<file path="src/rtl/rri_pkg.sv">
// shared types and constants of the ray/rectangle intersection block
// no dependencies
package rri_pkg;

    // u and v output width (Q0.16)
    localparam int UV_BITS = 16;

    // configuration register index
    localparam int CFG_IDX_W = 2;

    typedef enum logic [CFG_IDX_W-1:0] {
        CFG_X_MIN = 2'd0,
        CFG_X_MAX = 2'd1,
        CFG_Z_MIN = 2'd2,
        CFG_Z_MAX = 2'd3
    } rri_cfg_idx_t;

    // queue between front and back
    localparam int QUEUE_DEPTH = 2;
    localparam int QUEUE_PTR_W = 1;
    localparam int QUEUE_CNT_W = 2;

    // per-ray classification from the front end
    typedef struct packed {
        logic dy_zero;
        logic dy_neg;
        logic t_neg;
        logic x_neg;
        logic z_neg;
    } rri_flags_t;

endpackage

</file>
<file path="src/rtl/rri_queue.sv">
// two-entry queue between the front and back ends
// depends on rri_pkg
module rri_queue import rri_pkg::*; #(
    parameter int DATA_W = 8
) (
    input  logic              clk,
    input  logic              rst_n,
    input  logic              in_valid,
    output logic              in_ready,
    input  logic [DATA_W-1:0] in_data,
    output logic              out_valid,
    input  logic              out_ready,
    output logic [DATA_W-1:0] out_data
);

    logic [DATA_W-1:0]      data_reg [QUEUE_DEPTH];
    logic [QUEUE_PTR_W-1:0] wr_ptr_reg;
    logic [QUEUE_PTR_W-1:0] rd_ptr_reg;
    logic [QUEUE_CNT_W-1:0] count_reg;
    logic [QUEUE_CNT_W-1:0] count_next;
    logic                   push;
    logic                   pop;

    assign in_ready  = (count_reg != QUEUE_CNT_W'(QUEUE_DEPTH));
    assign out_valid = (count_reg != '0);
    assign out_data  = data_reg[rd_ptr_reg];
    assign push      = in_valid && in_ready;
    assign pop       = out_valid && out_ready;

    // occupancy
    always_comb
    begin
        count_next = count_reg;
        if (push && !pop)
        begin
            count_next = count_reg + 1'b1;
        end
        else if (pop && !push)
        begin
            count_next = count_reg - 1'b1;
        end
    end

    // pointers and count
    always_ff @(posedge clk or negedge rst_n)
    begin
        if (!rst_n)
        begin
            wr_ptr_reg <= '0;
            rd_ptr_reg <= '0;
            count_reg  <= '0;
        end
        else
        begin
            count_reg <= count_next;
            if (push)
            begin
                wr_ptr_reg <= wr_ptr_reg + 1'b1;
            end
            if (pop)
            begin
                rd_ptr_reg <= rd_ptr_reg + 1'b1;
            end
        end
    end

    // storage
    always_ff @(posedge clk)
    begin
        if (push)
        begin
            data_reg[wr_ptr_reg] <= in_data;
        end
    end

endmodule

</file>
<file path="config.mk">
export PLATFORM = sky130hd
export DESIGN_NAME = rri_queue
export DESIGN_NICKNAME = d
export VERILOG_FILES = /design/src/rtl/rri_pkg.sv /design/src/rtl/rri_queue.sv
export SDC_FILE = /design/constraint.sdc
export NUM_CORES = 1
export LEC_CHECK = 0
export BUFFER_PORTS_ARGS = -buffer_cell sky130_fd_sc_hd__buf_4
export CAP_MARGIN = 20
export CELL_PAD_IN_SITES_DETAIL_PLACEMENT = 0
export CELL_PAD_IN_SITES_GLOBAL_PLACEMENT = 1
export CORE_MARGIN = 4
export CORE_UTILIZATION = 36
export DETAILED_ROUTE_END_ITERATION = 8
export PLACE_DENSITY = 0.73
export REMOVE_ABC_BUFFERS = 1
export SLEW_MARGIN = 5
export SYNTH_ARGS = -nofsm -noshare
export SYNTH_HDL_FRONTEND = slang
export SYNTH_SLANG_ARGS = --single-unit
</file>
<file path="constraint.sdc">
create_clock -name clk -period 1.4 [get_ports clk]
set_clock_uncertainty 0.05 [all_clocks]
set_input_delay 0.07 -clock clk [delete_from_list [all_inputs] [get_ports clk]]
set_output_delay 0.07 -clock clk [all_outputs]
set_load 0.01 [all_outputs]
</file>
==> impl_metrics.toml <==
[timing]
drv_slew = 0
setup_violations = 7
fin_crit_ns = 1.41
final-hold-violation-count = 0
fin_crit_sh_pct = 101
tightest_slew_ns = 0.392
fmax_mhz = 708
slew_headroom_pct = 73.9
finalSetupTns_ns = -0.0464
rsz0062_at_grt = "true"
final.setup.worst_slack_ns = -0.0117

[final_layout]
nFillCells = 151
antenna_cells = 0
multi_input_area_sq_um = 256
largest_reg_flops = 16
final_cells = 116
final_layout_size_suffix_gt1_share_pct = 62.9
seq_area_sq_um = 582
areaGrowthSynthToFinish_pct = 64.1
finalNetCount = 103

[place]
dp.final_hpwl_mm = 1.01
gp_congestion = 0.739
portBuffers = 21
dp.cells = 95

[global_routing]
grt_use_total_pct = 11.2
grt-ovfl-total = 0
grt_pass1_vias = 538
grt_max_degree = 12
grt_first_pass_wirelength_mm = 2.27
antenna_found_initial = 0

[clocking]
clock_latency_ns = 0.29
cts.path.max_buffers = 2
cts_root_buffer = "clkbuf_4"
clock_sinks = 20
clkTransAtPathRegs_ns = 0.11
cts.htree.levels = 1
cts_tree = "done"
cts_buffers = 3

[run]
cap_violations = 0

[floorplan]
initial_core_util_pct = 38.9
die_height_um = 54.8
io_pins = 22
fp.dieW_um = 54.8
rows = 16
fp.coreArea_sq_um = 2020
die_area_sq_um = 3000

[worst_setup_path]
worstPathRequired_ns = 1.28
rrSetupSlack_ns = 0.01
worstSetupStartpoint = "rd_ptr_reg"
crit_path_top_delay_cell = "dfrtp_2"
reg2regPathDepth = 6
crit_arrival_ns = 1.29
crit_top_cell = "buf_6"
reg2reg_from = "count_reg[1]"
crit_chain = "buf_6 -> mux2_4 -> buf_6"
slowest_delay_ns = 0.44
critPathMaxFanout = 4
crit_type = "reg -> out"
end_kind = "output port"
r2r_end = "count_reg[1]"
start_kind = "flip-flop"

[run_status]
status = "finished, violations left"
violations = "setup timing"

[logic_synthesis]
ys_ff_latch = 20
seq_area_frac_synth_pct = 73.8
yosysWarningCount = 0
synth_cell_types = 14
netlist_area_sq_um = 787
synth.avg_cell_area_sq_um = 18.3
syn_inst = 43

[pwr]
ir_drop_mv = 1.33
p_leak_nw = 0.552
power_density_nw_per_um2 = 1980

[drt]
vias_per_cell = 4.48
drt_iter0_drc = 4
dr.pass1.iters = 4
route.detailed.drc = 0
wl_per_cell_um = 13.4
vias = 520
ant_nets = 0
wirelength_mm = 1.55

[min_path]
hp-class = "in -> async"
report_power, final:
part           internal [mW]  switching, mW
Clock                  0.158          0.162
Combinational          0.810          0.506
Sequential             0.835         0.0884
synthesized netlist by cell type (all sizes together):
master | count | area, sq um
mux2 | 8 | 90.1
or2 | 1 | 8.76
nand2b | 1 | 13.8
edfxtp | 16 | 480
xnor2 | 3 | 26.3
and3 | 1 | 6.26
xor2 | 2 | 17.5
dfrtp | 4 | 100
ha | 1 | 12.5
nand2 | 2 | 15.0
inv | 1 | 3.75
buf | 1 | 5.00
nor2 | 2 | 7.51
worst max-delay path: cells and delay by family (launching register included):
family,cells,cell delay (ns)
buf+inv,2,0.26
mux,1,0.30
flops,1,0.44
layout make-up:
| class | instances | area share, % |
|---|---|---|
| sequential | 20 | 45.1 |
| timing repair buffer | 43 | 29.4 |
| multi-input combinational | 21 | 19.9 |
| clock buffer | 4 | 2.81 |
| tap | 27 | 2.62 |
| inverter | 1 | 0.291 |
cell families after synthesis:
family	after synthesis	share of synthesized area [%]
xor+xnor	5	5.57
fa+ha+maj	1	1.59
buf+inv	2	1.11
flops	20	73.8
mux	8	11.4
simple gates	7	6.52
how the worst max path moves through the flow:
stage | endpoint | cells past startpoint | slack, ns
after CTS | out_data[2] | 3 | -0.02
after floorplan | data_reg[0][0] | 3 | -0.04
after global routing | out_data[2] | 3 | -0.07
final | out_data[3] | 3 | -0.01
after global placement | count_reg[1] | 6 | -0.03
after detailed placement | count_reg[1] | 6 | -0.02
repair_timing:
item                                    CTS  global route
hold endpoints to repair                 20             0
pin swaps                                 3             4
endpoints found under the setup margin   11            17
setup buffers                             6             2
hold buffers                              9             0
gates resized for setup                   9            17
metal layers:
| layer | part of all wire [%] | global-route usage (%) | vias up |
|---|---|---|---|
| met3 | 5.3 | 3.00 | 2 |
| met4 | 0.77 | 4.98 | 0 |
| met1 | 36 | 10.7 | 260 |
| met2 | 58 | 21.9 | 13 |
| li1 | - | - | 245 |
| met5 | 0 | 0 | - |
metrics by stage:
step	hold slack, ns	utilization [%]	setup WS (ns)	cell area, sq um	total power, mW
6_report	0.0533	63.9	-0.0117	1290	2.56
5_1_grt	0.0488	63.9	-0.0712	1290	2.71
4_1_cts	0.0472	60.0	-0.0200	1210	2.37
3_5_place_dp	-0.177	50.0	-0.0243	1010	1.80
3_3_place_gp	-0.179	50.0	-0.0301	1010	1.78
2_1_floorplan	-0.276	-	-0.0358	782	1.41
layout by cell type (no fill, tap or decap):
master	n
inv_2	1
buf_6	9
clkbuf_4	3
xor2_2	1
buf_4	25
ha_4	1
mux2_4	7
dlygate4sd3_1	9
nand2b_4	1
xnor2_1	3
edfxtp_1	16
and3_1	1
dfrtp_2	1
mux2_2	1
nand2_4	2
or2_4	1
xor2_1	1
nor2_2	2
clkbuf_8	1
dfrtp_1	3
No activity file was read; power rests on OpenSTA's default activity.
